**config.mk**
```make
export PLATFORM = sky130hd
export DESIGN_NAME = lru_page_replacement_flat
export DESIGN_NICKNAME = d
export VERILOG_FILES = /design/src/sv/lrupr_pkg.sv /design/src/sv/lrupr_in_if.sv /design/src/sv/lrupr_out_if.sv /design/src/sv/lrupr_ram.sv /design/src/sv/lrupr_ctrl.sv /design/src/sv/lrupr_dp.sv /design/src/sv/lru_page_replacement.sv /design/src/flat_wrapper.sv
export SDC_FILE = /design/constraint.sdc
export NUM_CORES = 1
export LEC_CHECK = 0
export ABC_AREA = 1
export BUFFER_PORTS_ARGS = -buffer_cell sky130_fd_sc_hd__buf_2
export CAP_MARGIN = 20
export CORE_MARGIN = 2
export CORE_UTILIZATION = 30
export CTS_CLUSTER_SIZE = 28
export DETAILED_ROUTE_END_ITERATION = 6
export PLACE_DENSITY_LB_ADDON = 0.3
export SETUP_SLACK_MARGIN = 0.2
export SLEW_MARGIN = 20
export SYNTH_ARGS = -nofsm -noshare
export SYNTH_HDL_FRONTEND = slang
export SYNTH_HIERARCHICAL = 1
export SYNTH_SLANG_ARGS = --single-unit
```
**constraint.sdc**
```tcl
create_clock -name clk_i -period 14.1 [get_ports clk_i]
set_input_delay 1.41 -clock clk_i [delete_from_list [all_inputs] [get_ports clk_i]]
set_output_delay 1.41 -clock clk_i [all_outputs]
set_load 0.005 [all_outputs]
```
**src/sv/lrupr_pkg.sv**
```systemverilog
// Types and constants shared by the LRU page replacement block.
// No dependencies; compiled first.
package lrupr_pkg;

  localparam int FIU_W     = 5;
  localparam int OUTCOME_W = 2;
  localparam int SLOT_W    = 4;
  localparam int FAULT_W   = 32;
  localparam int APB_AW    = 3;
  localparam int APB_DW    = 32;

  localparam logic [FIU_W-1:0] FRAMES_RESET = 5'd16;
  localparam logic             FILL_RESET   = 1'b1;

  typedef enum logic [OUTCOME_W-1:0] {
    OC_HIT   = 2'd0,
    OC_FILL  = 2'd1,
    OC_EVICT = 2'd2
  } outcome_e;

  typedef enum logic [0:0] {
    REG_FRAMES = 1'b0,
    REG_FILL   = 1'b1
  } reg_idx_e;

  typedef enum logic [2:0] {
    ST_IDLE,
    ST_SCAN,
    ST_DECIDE,
    ST_UPDATE,
    ST_FINISH
  } state_e;

  typedef struct packed {
    logic [FIU_W-1:0] frames_in_use;
    logic             count_fill_faults;
  } cfg_t;

  typedef struct packed {
    logic load;
    logic scan;
    logic decide;
    logic update;
    logic commit;
  } cmd_t;

  typedef struct packed {
    logic pass_done;
    logic out_free;
  } sts_t;

endpackage

```
**src/sv/lrupr_in_if.sv**
```systemverilog
// Page reference channel: valid/ready handshake with one page number.
// No dependencies.
interface lrupr_in_if #(
  parameter int PAGE_BITS = 16
);
  logic                 valid;
  logic                 ready;
  logic [PAGE_BITS-1:0] page_number;

  modport source (output valid, output page_number, input ready);
  modport sink   (input valid, input page_number, output ready);
endinterface

```
**src/sv/lrupr_out_if.sv**
```systemverilog
// Result channel: valid/ready handshake with outcome, frame and fault count.
// Depends on lrupr_pkg.
interface lrupr_out_if
  import lrupr_pkg::*;
#(
  parameter int PAGE_BITS = 16
);
  logic                 valid;
  logic                 ready;
  logic [OUTCOME_W-1:0] outcome;
  logic [SLOT_W-1:0]    frame_slot;
  logic                 evicted_valid;
  logic [PAGE_BITS-1:0] evicted_page;
  logic [FAULT_W-1:0]   fault_total;

  modport source (output valid, output outcome, output frame_slot, output evicted_valid,
                  output evicted_page, output fault_total, input ready);
  modport sink   (input valid, input outcome, input frame_slot, input evicted_valid,
                  input evicted_page, input fault_total, output ready);
endinterface

```
**src/sv/lrupr_ram.sv**
```systemverilog
// Generic simple dual-port RAM: one write port, one registered read port.
// No dependencies.
module lrupr_ram #(
  parameter int WIDTH = 8,
  parameter int DEPTH = 16
) (
  input  logic                                     clk_i,
  input  logic                                     we_i,
  input  logic [((DEPTH > 1) ? $clog2(DEPTH) : 1)-1:0] waddr_i,
  input  logic [WIDTH-1:0]                         wdata_i,
  input  logic [((DEPTH > 1) ? $clog2(DEPTH) : 1)-1:0] raddr_i,
  output logic [WIDTH-1:0]                         rdata_o
);

  logic [WIDTH-1:0] mem_q [DEPTH];

  always_ff @(posedge clk_i) begin
    if (we_i) begin
      mem_q[waddr_i] <= wdata_i;
    end
    rdata_o <= mem_q[raddr_i];
  end

endmodule

```
**src/sv/lrupr_ctrl.sv**
```systemverilog
// Sequencer for one page reference: scan pass, decision, update pass, result.
// Depends on lrupr_pkg.
module lrupr_ctrl
  import lrupr_pkg::*;
(
  input  logic clk_i,
  input  logic rst_ni,
  input  logic in_valid_i,
  output logic in_ready_o,
  input  sts_t sts_i,
  output cmd_t cmd_o
);

  state_e state_q, state_d;

  always_ff @(posedge clk_i or negedge rst_ni) begin
    if (!rst_ni) begin
      state_q <= ST_IDLE;
    end else begin
      state_q <= state_d;
    end
  end

  always_comb begin
    state_d = state_q;
    unique case (state_q)
      ST_IDLE:   if (in_valid_i) state_d = ST_SCAN;
      ST_SCAN:   if (sts_i.pass_done) state_d = ST_DECIDE;
      ST_DECIDE: state_d = ST_UPDATE;
      ST_UPDATE: if (sts_i.pass_done) state_d = ST_FINISH;
      ST_FINISH: if (sts_i.out_free) state_d = ST_IDLE;
      default:   state_d = ST_IDLE;
    endcase
  end

  always_comb begin
    cmd_o      = '0;
    in_ready_o = 1'b0;
    unique case (state_q)
      ST_IDLE: begin
        in_ready_o = 1'b1;
        cmd_o.load = in_valid_i;
      end
      ST_SCAN:   cmd_o.scan   = 1'b1;
      ST_DECIDE: cmd_o.decide = 1'b1;
      ST_UPDATE: cmd_o.update = 1'b1;
      ST_FINISH: cmd_o.commit = sts_i.out_free;
      default: ;
    endcase
  end

endmodule

```
**src/sv/lrupr_dp.sv**
```systemverilog
// Datapath: frame table RAM, valid marks, search registers, fault counter
// and result register. Depends on lrupr_pkg and lrupr_ram.
module lrupr_dp
  import lrupr_pkg::*;
#(
  parameter int FRAMES    = 16,
  parameter int PAGE_BITS = 16
) (
  input  logic                 clk_i,
  input  logic                 rst_ni,
  input  cmd_t                 cmd_i,
  output sts_t                 sts_o,
  input  cfg_t                 cfg_i,
  input  logic [PAGE_BITS-1:0] page_i,
  input  logic                 out_ready_i,
  output logic                 out_valid_o,
  output logic [OUTCOME_W-1:0] outcome_o,
  output logic [SLOT_W-1:0]    frame_slot_o,
  output logic                 evicted_valid_o,
  output logic [PAGE_BITS-1:0] evicted_page_o,
  output logic [FAULT_W-1:0]   fault_total_o
);

  localparam int IDX_W = (FRAMES > 1) ? $clog2(FRAMES) : 1;
  localparam int CNT_W = $clog2(FRAMES + 1);
  localparam int AGE_W = IDX_W;
  localparam int WORD_W = AGE_W + PAGE_BITS;
  localparam logic [AGE_W-1:0] AGE_MAX = AGE_W'(FRAMES - 1);

  logic [CNT_W-1:0] n_act;
  always_comb begin
    if (cfg_i.frames_in_use == '0) begin
      n_act = CNT_W'(1);
    end else if (32'(cfg_i.frames_in_use) > 32'(FRAMES)) begin
      n_act = CNT_W'(FRAMES);
    end else begin
      n_act = CNT_W'(cfg_i.frames_in_use);
    end
  end

  logic [PAGE_BITS-1:0] page_q;
  logic [CNT_W-1:0]     rd_idx_q, rd_idx_d;
  logic                 pipe_v_q;
  logic [IDX_W-1:0]     pipe_idx_q;
  logic [FRAMES-1:0]    valid_q, valid_d;

  logic                 hit_q, hit_d, free_q, free_d;
  logic [IDX_W-1:0]     hit_idx_q, hit_idx_d, free_idx_q, free_idx_d;
  logic [AGE_W-1:0]     hit_age_q, hit_age_d, best_age_q, best_age_d;
  logic [IDX_W-1:0]     best_idx_q, best_idx_d;
  logic [PAGE_BITS-1:0] best_page_q, best_page_d;

  logic [IDX_W-1:0]     slot_q;
  outcome_e             oc_q;
  logic [PAGE_BITS-1:0] evp_q;
  logic [FAULT_W-1:0]   fault_q;

  logic                 out_valid_q;
  outcome_e             out_oc_q;
  logic [IDX_W-1:0]     out_slot_q;
  logic                 out_evv_q;
  logic [PAGE_BITS-1:0] out_evp_q;
  logic [FAULT_W-1:0]   out_fault_q;

  logic                 rd_go;
  logic [WORD_W-1:0]    rdata, wdata;
  logic [AGE_W-1:0]     rd_age, age_new;
  logic [PAGE_BITS-1:0] rd_page;
  logic                 rd_valid, we;

  assign rd_go    = (cmd_i.scan || cmd_i.update) && (rd_idx_q < n_act);
  assign rd_idx_d = (cmd_i.load || cmd_i.decide) ? '0 :
                    (rd_go ? rd_idx_q + CNT_W'(1) : rd_idx_q);
  assign rd_age   = rdata[WORD_W-1:PAGE_BITS];
  assign rd_page  = rdata[PAGE_BITS-1:0];
  assign rd_valid = valid_q[pipe_idx_q];

  assign sts_o.pass_done = !(rd_idx_q < n_act) && !pipe_v_q;
  assign sts_o.out_free  = !out_valid_q || out_ready_i;

  lrupr_ram #(
    .WIDTH (WORD_W),
    .DEPTH (FRAMES)
  ) u_table (
    .clk_i   (clk_i),
    .we_i    (we),
    .waddr_i (pipe_idx_q),
    .wdata_i (wdata),
    .raddr_i (rd_idx_q[IDX_W-1:0]),
    .rdata_o (rdata)
  );

  // scan pass: first hit, first empty frame, oldest frame
  always_comb begin
    hit_d       = hit_q;
    hit_idx_d   = hit_idx_q;
    hit_age_d   = hit_age_q;
    free_d      = free_q;
    free_idx_d  = free_idx_q;
    best_age_d  = best_age_q;
    best_idx_d  = best_idx_q;
    best_page_d = best_page_q;
    if (cmd_i.load) begin
      hit_d  = 1'b0;
      free_d = 1'b0;
    end else if (cmd_i.scan && pipe_v_q) begin
      if (rd_valid && (rd_page == page_q) && !hit_q) begin
        hit_d     = 1'b1;
        hit_idx_d = pipe_idx_q;
        hit_age_d = rd_age;
      end
      if (!rd_valid && !free_q) begin
        free_d     = 1'b1;
        free_idx_d = pipe_idx_q;
      end
      if ((pipe_idx_q == '0) || (rd_age > best_age_q)) begin
        best_age_d  = rd_age;
        best_idx_d  = pipe_idx_q;
        best_page_d = rd_page;
      end
    end
  end

  // update pass: refresh ranks, write new page into the chosen frame
  always_comb begin
    we      = cmd_i.update && pipe_v_q;
    age_new = rd_age;
    if (rd_valid && ((oc_q != OC_HIT) || (rd_age < hit_age_q)) && (rd_age < AGE_MAX)) begin
      age_new = rd_age + AGE_W'(1);
    end
    if (pipe_idx_q == slot_q) begin
      wdata = {AGE_W'(0), (oc_q == OC_HIT) ? rd_page : page_q};
    end else begin
      wdata = {age_new, rd_page};
    end
  end

  always_comb begin
    valid_d = valid_q;
    if (cmd_i.decide && !hit_q && free_q) begin
      valid_d[free_idx_q] = 1'b1;
    end
  end

  always_ff @(posedge clk_i or negedge rst_ni) begin
    if (!rst_ni) begin
      rd_idx_q    <= '0;
      pipe_v_q    <= 1'b0;
      valid_q     <= '0;
      hit_q       <= 1'b0;
      free_q      <= 1'b0;
      oc_q        <= OC_HIT;
      fault_q     <= '0;
      out_valid_q <= 1'b0;
    end else begin
      rd_idx_q <= rd_idx_d;
      pipe_v_q <= rd_go;
      valid_q  <= valid_d;
      hit_q    <= hit_d;
      free_q   <= free_d;
      if (cmd_i.decide) begin
        if (hit_q) begin
          oc_q <= OC_HIT;
        end else if (free_q) begin
          oc_q <= OC_FILL;
          if (cfg_i.count_fill_faults && (fault_q != '1)) begin
            fault_q <= fault_q + FAULT_W'(1);
          end
        end else begin
          oc_q <= OC_EVICT;
          if (fault_q != '1) begin
            fault_q <= fault_q + FAULT_W'(1);
          end
        end
      end
      if (cmd_i.commit) begin
        out_valid_q <= 1'b1;
      end else if (out_ready_i) begin
        out_valid_q <= 1'b0;
      end
    end
  end

  always_ff @(posedge clk_i) begin
    pipe_idx_q  <= rd_idx_q[IDX_W-1:0];
    hit_idx_q   <= hit_idx_d;
    hit_age_q   <= hit_age_d;
    free_idx_q  <= free_idx_d;
    best_age_q  <= best_age_d;
    best_idx_q  <= best_idx_d;
    best_page_q <= best_page_d;
    if (cmd_i.load) begin
      page_q <= page_i;
    end
    if (cmd_i.decide) begin
      if (hit_q) begin
        slot_q <= hit_idx_q;
        evp_q  <= '0;
      end else if (free_q) begin
        slot_q <= free_idx_q;
        evp_q  <= '0;
      end else begin
        slot_q <= best_idx_q;
        evp_q  <= best_page_q;
      end
    end
    if (cmd_i.commit) begin
      out_oc_q    <= oc_q;
      out_slot_q  <= slot_q;
      out_evv_q   <= (oc_q == OC_EVICT);
      out_evp_q   <= evp_q;
      out_fault_q <= fault_q;
    end
  end

  assign out_valid_o     = out_valid_q;
  assign outcome_o       = out_oc_q;
  assign frame_slot_o    = SLOT_W'(out_slot_q);
  assign evicted_valid_o = out_evv_q;
  assign evicted_page_o  = out_evp_q;
  assign fault_total_o   = out_fault_q;

endmodule

```
**src/sv/lru_page_replacement.sv**
```systemverilog
// Top level of the LRU page replacement block: register port and instances.
// Depends on lrupr_pkg, lrupr_in_if, lrupr_out_if, lrupr_ctrl and lrupr_dp.
//
// Usage: one page reference enters per transaction on in_i (valid/ready);
// one result leaves per reference on out_o (valid/ready): outcome, frame
// used, evicted page and running fault count. Two registers sit on the APB
// port: frames_in_use at 0x0 and count_fill_faults at 0x4; write them only
// while the block is idle.
// Sequence: with n active frames, each accepted reference runs one scan pass
// and one rank update pass over the n frames through the frame table RAM
// (one read and one write port), with a decision step between them and a
// result step after them, before the next reference is accepted.
// Reset clears all valid marks, the fault count and the state machine, and
// loads the registers with 16 frames and fill faults counted.
// Stall: a result waits in the output register while the next reference is
// taken and processed; that reference finishes once the register frees.
module lru_page_replacement
  import lrupr_pkg::*;
#(
  parameter int FRAMES    = 16,
  parameter int PAGE_BITS = 16
) (
  input  logic               clk_i,
  input  logic               rst_ni,
  lrupr_in_if.sink           in_i,
  lrupr_out_if.source        out_o,
  input  logic               psel,
  input  logic               penable,
  input  logic               pwrite,
  input  logic [APB_AW-1:0]  paddr,
  input  logic [APB_DW-1:0]  pwdata,
  output logic [APB_DW-1:0]  prdata,
  output logic               pready
);

  cfg_t     cfg_q;
  reg_idx_e reg_idx;
  logic     cfg_wr;
  cmd_t     cmd;
  sts_t     sts;

  assign pready  = 1'b1;
  assign reg_idx = reg_idx_e'(paddr[2]);
  assign cfg_wr  = psel && penable && pwrite && pready;

  always_ff @(posedge clk_i or negedge rst_ni) begin
    if (!rst_ni) begin
      cfg_q.frames_in_use     <= FRAMES_RESET;
      cfg_q.count_fill_faults <= FILL_RESET;
    end else if (cfg_wr) begin
      unique case (reg_idx)
        REG_FRAMES: cfg_q.frames_in_use     <= pwdata[FIU_W-1:0];
        REG_FILL:   cfg_q.count_fill_faults <= pwdata[0];
        default: ;
      endcase
    end
  end

  always_comb begin
    unique case (reg_idx)
      REG_FRAMES: prdata = APB_DW'(cfg_q.frames_in_use);
      REG_FILL:   prdata = APB_DW'(cfg_q.count_fill_faults);
      default:    prdata = '0;
    endcase
  end

  lrupr_ctrl u_ctrl (
    .clk_i      (clk_i),
    .rst_ni     (rst_ni),
    .in_valid_i (in_i.valid),
    .in_ready_o (in_i.ready),
    .sts_i      (sts),
    .cmd_o      (cmd)
  );

  lrupr_dp #(
    .FRAMES    (FRAMES),
    .PAGE_BITS (PAGE_BITS)
  ) u_dp (
    .clk_i           (clk_i),
    .rst_ni          (rst_ni),
    .cmd_i           (cmd),
    .sts_o           (sts),
    .cfg_i           (cfg_q),
    .page_i          (in_i.page_number),
    .out_ready_i     (out_o.ready),
    .out_valid_o     (out_o.valid),
    .outcome_o       (out_o.outcome),
    .frame_slot_o    (out_o.frame_slot),
    .evicted_valid_o (out_o.evicted_valid),
    .evicted_page_o  (out_o.evicted_page),
    .fault_total_o   (out_o.fault_total)
  );

endmodule

```
**src/flat_wrapper.sv**
```systemverilog
// flat-port wrapper written by rule: the top's interface ports become plain ports
module lru_page_replacement_flat import lrupr_pkg::*;
#(
  parameter int FRAMES    = 16,
  parameter int PAGE_BITS = 16
)
  (clk_i, rst_ni, psel, penable, pwrite, paddr, pwdata, prdata, pready, in_i_valid, in_i_page_number, in_i_ready, out_o_valid, out_o_outcome, out_o_frame_slot, out_o_evicted_valid, out_o_evicted_page, out_o_fault_total, out_o_ready);
  lrupr_in_if #(.PAGE_BITS(PAGE_BITS)) in_i_i ();
  lrupr_out_if #(.PAGE_BITS(PAGE_BITS)) out_o_i ();
  input  logic clk_i;
  input  logic rst_ni;
  input  logic psel;
  input  logic penable;
  input  logic pwrite;
  input  logic [APB_AW-1:0] paddr;
  input  logic [APB_DW-1:0] pwdata;
  output logic [APB_DW-1:0] prdata;
  output logic pready;
  input wire logic [$bits(in_i_i.valid)-1:0] in_i_valid;
  input wire logic [$bits(in_i_i.page_number)-1:0] in_i_page_number;
  output wire logic [$bits(in_i_i.ready)-1:0] in_i_ready;
  output wire logic [$bits(out_o_i.valid)-1:0] out_o_valid;
  output wire logic [$bits(out_o_i.outcome)-1:0] out_o_outcome;
  output wire logic [$bits(out_o_i.frame_slot)-1:0] out_o_frame_slot;
  output wire logic [$bits(out_o_i.evicted_valid)-1:0] out_o_evicted_valid;
  output wire logic [$bits(out_o_i.evicted_page)-1:0] out_o_evicted_page;
  output wire logic [$bits(out_o_i.fault_total)-1:0] out_o_fault_total;
  input wire logic [$bits(out_o_i.ready)-1:0] out_o_ready;
  assign in_i_i.valid = in_i_valid;
  assign in_i_i.page_number = in_i_page_number;
  assign in_i_ready = in_i_i.ready;
  assign out_o_valid = out_o_i.valid;
  assign out_o_outcome = out_o_i.outcome;
  assign out_o_frame_slot = out_o_i.frame_slot;
  assign out_o_evicted_valid = out_o_i.evicted_valid;
  assign out_o_evicted_page = out_o_i.evicted_page;
  assign out_o_fault_total = out_o_i.fault_total;
  assign out_o_i.ready = out_o_ready;
  lru_page_replacement #(.FRAMES(FRAMES), .PAGE_BITS(PAGE_BITS)) u_core (.clk_i(clk_i), .rst_ni(rst_ni), .in_i(in_i_i), .out_o(out_o_i), .psel(psel), .penable(penable), .pwrite(pwrite), .paddr(paddr), .pwdata(pwdata), .prdata(prdata), .pready(pready));
endmodule
```
Word-level counts from Yosys, hierarchy flattened
Memory sizes are Yosys's and may differ from the RTL's. A register that Yosys moved wholly into a read port is not among the register bits.
Index checks and enable logic that the tools add are counted.
Storage, ports and cells
  bits in registers: 199
  RAM bits: 320
  output and inout bits: 90
  logic and storage cells: 142
  memories kept: 1
Operators by class
  $add $sub $neg: 3
  $lt $le $gt $ge: 8
  equality and inequality tests: 13
  multiplexer cells: 40
  bitwise operators: 4
  reduce and logical (&&, ||, !) cells: 47
Memory list
  u_core.u_dp.u_table.mem_q: depth 16, bits a word 20, read ports 1, clocked after memory_dff 1, wr ports 1, RTL line lrupr_ram.sv:15  | logic [WIDTH-1:0] mem_q [DEPTH];
Operator list (number)
  $mux 32: 3
  $pmux 32 s2: 1
  $add 32x1->32 const B: 1
  $ne 32x32->1 const B: 1
  $mux 20: 1
  $mux 5: 4
  $mux 1: 18
  $eq 16x16->1: 1
  $mux 16: 1
  $or 16x16->16: 1
  $logic_and 1x1->1: 15
  $pmux 3 s5: 1
  $reduce_bool 2->1: 7
  $mux 3: 4
  $mux 4: 3
  $lt 4x5->1 const B: 2
  $reduce_and 3->1: 3
  $reduce_and 2->1: 4
  $reduce_and 4->1: 2
  $eq 3x2->1 const B: 2
  $logic_not 1->1: 6
  $ne 2x1->1 const B: 3
  $add 5x1->5 const B: 1
  $gt 5x5->1 const B: 1
  other kinds (21): 29

Depth between registers and ports, before layout
  depth after elaboration: 8
  mapped depth: 13

Cells and area by module
The synthesis kept the hierarchy.
Modules (own cells, without submodules)
  lrupr_ram: times used 1, cells an instance 1336, area an instance 14192.4 sq um, sequential area each 10009.6 sq um
  lrupr_dp: times used 1, cells an instance 800, area an instance 8416.8 sq um, sequential area each 5370.2 sq um
  lru_page_replacement: times used 1, cells an instance 72, area an instance 539.3 sq um, sequential area each 152.6 sq um
  lrupr_ctrl: times used 1, cells an instance 32, area an instance 214.0 sq um, sequential area each 75.1 sq um

Least setup slack after synthesis
OpenSTA, ideal clock, no wires.
  kind: input-to-reg
  start: in out_o_ready
  end: reg u_core.u_dp.out_evp_q[0] (netlist: u_core/u_dp/evicted_page_o[0]) (enable)
  library setup time: 607 ps
  data arrival time: 6825 ps
  slack: 6668 ps
  cell stages on the path: 4
  path buffers: 0
  cells stage by stage: inv_1 nand2_1 inv_1 nor4_1
RTL lines
  start, declared: RTL line flat_wrapper.sv:28  | input wire logic [$bits(out_o_i.ready)-1:0] out_o_ready;
  end signal, assigned: RTL line lrupr_dp.sv:211  | out_evp_q <= evp_q;
  end, declared: RTL line lrupr_dp.sv:62  | logic [PAGE_BITS-1:0] out_evp_q;

Worst setup path after layout
  start: in paddr[2]
  end: out prdata[0]
Between the ends
  longest elaborated chain between the ends: 2
Ends and longest elaborated chain
  start, declared: RTL line flat_wrapper.sv:15  | input logic [APB_AW-1:0] paddr;
  $not 1->1: RTL line lru_page_replacement.sv:60  | unique case (reg_idx)
  $pmux 32 s2 *: RTL line lru_page_replacement.sv:60
  end, declared: RTL line flat_wrapper.sv:17  | output logic [APB_DW-1:0] prdata;
Every way passes the cells marked *; elsewhere a longest branch is shown, timed or not. The select of a mux whose other input is x is not followed.

==> impl_metrics.csv <==
group,metric,value,unit
status,status,"finished, violations left",
status,failed_checks,"DRC",
synth,synthMuxAreaShare,0.337,%
pwr,p_leak,11.2,nW
setup_path,critPathMaxStageDelay,0.15,ns
pwr,power_frac_comb,23.7,%
routing,drtIter0Drc,1128,
synth,synth_top_family_by_area,"simple AND/OR/NAND/NOR gates",
pwr,switching_power,1.62,mW
placed_design,hpwl,33.6,mm
synth,syn_area,0.0234,mm^2
grt,grt_max_degree,97,
routing,vias,15324,
finish,final_cell_mix,"nand2_1, edfxtp_1, inv_1, nand3_1, buf_2",
pwr,power_density,186,mW/mm^2
clocking,cts_sinks,539,
clocking,hold_buffers,0,
synth,yosysTopAreaCell,"edfxtp_1",
die,die_y,283,um
synth,synth.top_cell.area_share,57.5,%
clocking,clk_pin_slew,0.06,ns
synth,synth_cell_types,44,
finish,final_common_cell,"nand2_1",
routing,viasPerCell,4.47,
routing,antenna_left,0,
die,die_area,0.0801,mm^2
hold_path,holdPathStages,0,
setup_path,end_kind,"output port",
die,row_count,102,
timing,setup_tns,0,ns
synth,synth-xor-area-share,1.69,%
finish,fin_nets,2410,
grt,grt_pass1_vias,14960,
setup_path,arrival,1.90,ns
job,drv_cap,0,
placed_design,io_buffers,90,
synth,synth_warnings,6,
die,core,0.0773,mm^2
routing,first_pass_iters,7,
clocking,worst_skew_pair.late_latency,0.60,ns
die,die-width,283,um
pwr,vdd_drop_max,0.138,mV
pwr,power_frac_seq,46.0,%
synth,yosysSeqAreaShare,66.8,%
routing,drc,6,
grt,antenna_found_initial,2,
setup_path,worstPathRequired,12.69,ns
synth,ys_seq_elements,539,
synth,netlist_instances,2240,
timing,max_slew.worst_pin.slew,1.12,ns
synth,syn_area_per_cell,10.4,um^2
synth,yosys.area_share.adder,0.750,%
die,initial_utilization,30.2,%
timing,fin_crit,3.31,ns
clocking,cts_resized,0,
setup_path,path_max_fanout,8,
finish,fillers,7643,
pwr,power,4.98,mW
synth,synthSimpleGateAreaFrac,20.3,%
clocking,cts_setup_buffers,0,
finish,utilization,34.6,%
clocking,cts.path.max_buffers,3,
clocking,cts_tree,"done",
setup_path,cp-start-kind,"primary input",
clocking,root_buffer,"clkbuf_16",
die,ios,148,
routing,wl_per_cell,16.8,um
setup_path,r2r_cells,10,
grt,grt_usage,14.2,%
setup_path,cp_slowest_cell,"buf_2",
hold_path,worstHoldPathType,"flip-flop to flip-flop",
clocking,numCtsBuffers,55,
timing,fin_skew,0.0121,ns
timing,slew_headroom,25.6,%
routing,wirelength,57.6,mm
timing,finalSetupViolations,0,
timing,rsz0062_at_grt,"false",
grt,grt_pass1_wl,87.4,mm
timing,fmax,302,MHz
timing,hold_viol_final,0,
synth,synth_compound_area_share,1.49,%
setup_path,crit_type,"primary input to output port",
timing,drv_slew,0,
setup_path,cp_cell_sequence,"buf_2 -> inv_2 -> nand2_1 -> nand2_1 -> buf_2",
clocking,htreeDepth,2,
pwr,p_int,3.37,mW
grt,grt_remaining_overflow,0,
placed_design,gp_congestion,0.882,
finish,area_growth,14.5,%
synth,synth.area.top_cells,"edfxtp_1, nand2_1, dfrtp_1",
pwr,p_sw_share,32.5,%
pwr,clkPwrFrac,30.4,%
timing,finalCritPeriodShare,23.5,%
finish,drive_gt1_share,11.3,%
==> through the flow <==
step / cell area, um^2 / hold WS (ns) / instances / worst slack [ns]
6_report: 26700 / 0.420 / 3425 / 10.79
5_1_grt: 26700 / 0.428 / 3424 / 10.72
4_1_cts: 26700 / 0.421 / 3423 / 10.75
3_5_place_dp: 24800 / 0.407 / 3320 / 10.45
3_3_place_gp: 24800 / 0.410 / 3320 / 10.47
2_1_floorplan: 23500 / 0.400 / 2266 / 6.67
==> path summary, 6_finish.rpt <==
path	from	to	slack, ns
setup / recovery	paddr[2]	prdata[0]	10.79
hold / removal	u_core/u_dp/evp_q[11]$_SDFFCE_PN0P_	u_core/u_dp/evicted_page_o[11]$_DFFE_PP_	0.42
setup reg to reg	u_core/u_dp/pipe_idx_q[0]$_DFF_P_	u_core/u_dp/u_table/mem_q[5][16]$_DFFE_PP_	11.09
hold reg to reg	u_core/u_dp/evp_q[11]$_SDFFCE_PN0P_	u_core/u_dp/evicted_page_o[11]$_DFFE_PP_	0.42
max in group asynchronous	rst_ni	u_core/u_dp/rd_idx_q[0]$_DFFE_PN0P_	12.40
min in group asynchronous	rst_ni	u_core/u_dp/valid_q[10]$_DFFE_PN0P_	1.03
==> cell type report <==
cell class / count / area, um^2 / share of cell area, %
sequential: 539 / 15600 / 58.4
clock buffer: 74 / 1570 / 5.87
multi-input combinational: 1268 / 5900 / 22.1
tap: 1040 / 1300 / 4.86
antenna: 1 / 2.50 / 0.00936
inverter: 349 / 1320 / 4.93
clock inverter: 29 / 325 / 1.22
timing repair buffer: 125 / 713 / 2.67
==> power groups by stage <==
stage	registers [mW]	clock network [mW]	logic (mW)
CTS	2.29	1.55	1.18
global route	2.31	1.62	1.33
detailed placement	2.33	0	1.17
finish	2.29	1.51	1.18
floorplan	2.25	0	0.865
global placement	2.32	0	1.14
==> cells by family (layout without fill, tap and decap cells) <==
| group | after synthesis | in the layout |
|---|---|---|
| simple gates | 1117 | 1117 |
| compound gates | 57 | 57 |
| other cells | 2 | 29 |
| buf+inv | 459 | 577 |
| mux | 7 | 7 |
| fa+ha+maj | 14 | 14 |
| flops | 539 | 539 |
| xor+xnor | 45 | 45 |
==> sequential cells by signal (all words and copies together) (netlist names), 16 cells and up <==
| name | count |
|---|---|
| u_core/u_dp/evicted_page_o | 16 |
| u_core/u_dp/fault_q | 32 |
| u_core/u_dp/fault_total_o | 32 |
| u_core/u_dp/u_table/rdata_o | 20 |
| u_core/u_dp/best_page_q | 16 |
| u_core/u_dp/evp_q | 16 |
| u_core/u_dp/valid_q | 16 |
| u_core/u_dp/u_table/mem_q | 320 |
| u_core/u_dp/page_q | 16 |
==> critical path, delay by kind of cell <==
| kind | cells | cell delay, ns |
|---|---|---|
| buffers and inverters | 3 | 0.37 |
| AND/OR/NAND/NOR | 2 | 0.11 |
==> synthesized netlist by cell type <==
cell type,number
a211oi_1,1
a21oi_1,12
a221o_1,1
a221oi_1,1
buf_1,7
buf_2,39
buf_4,31
buf_6,16
clkbuf_1,17
clkinv_1,1
conb_1,2
dfrtp_1,66
dfstp_2,2
dfxtp_1,24
edfxtp_1,447
ha_1,14
inv_1,340
inv_2,7
inv_4,1
mux2_1,2
mux2_2,5
nand2_1,661
nand2_2,3
nand2_4,1
nand3_1,306
nand3_2,2
nand3b_1,6
nand4_1,14
nand4_2,1
nor2_1,97
nor2_2,3
nor2_4,3
nor3_1,14
nor3_2,2
nor4_1,2
o211ai_1,4
o21a_1,3
o21ai_0,19
o21bai_1,12
o22ai_1,4
or2_0,1
or2_2,1
xnor2_1,16
xor2_1,29
==> routing by layer <==
layer | global-route usage [%] | part of all wire [%]
met3 | 2.75 | 5.5
met2 | 25.5 | 50
met5 | 0 | 0.045
met1 | 16.5 | 40
met4 | 5.73 | 3.6
Note: power is estimated with default switching activity, not from simulation.
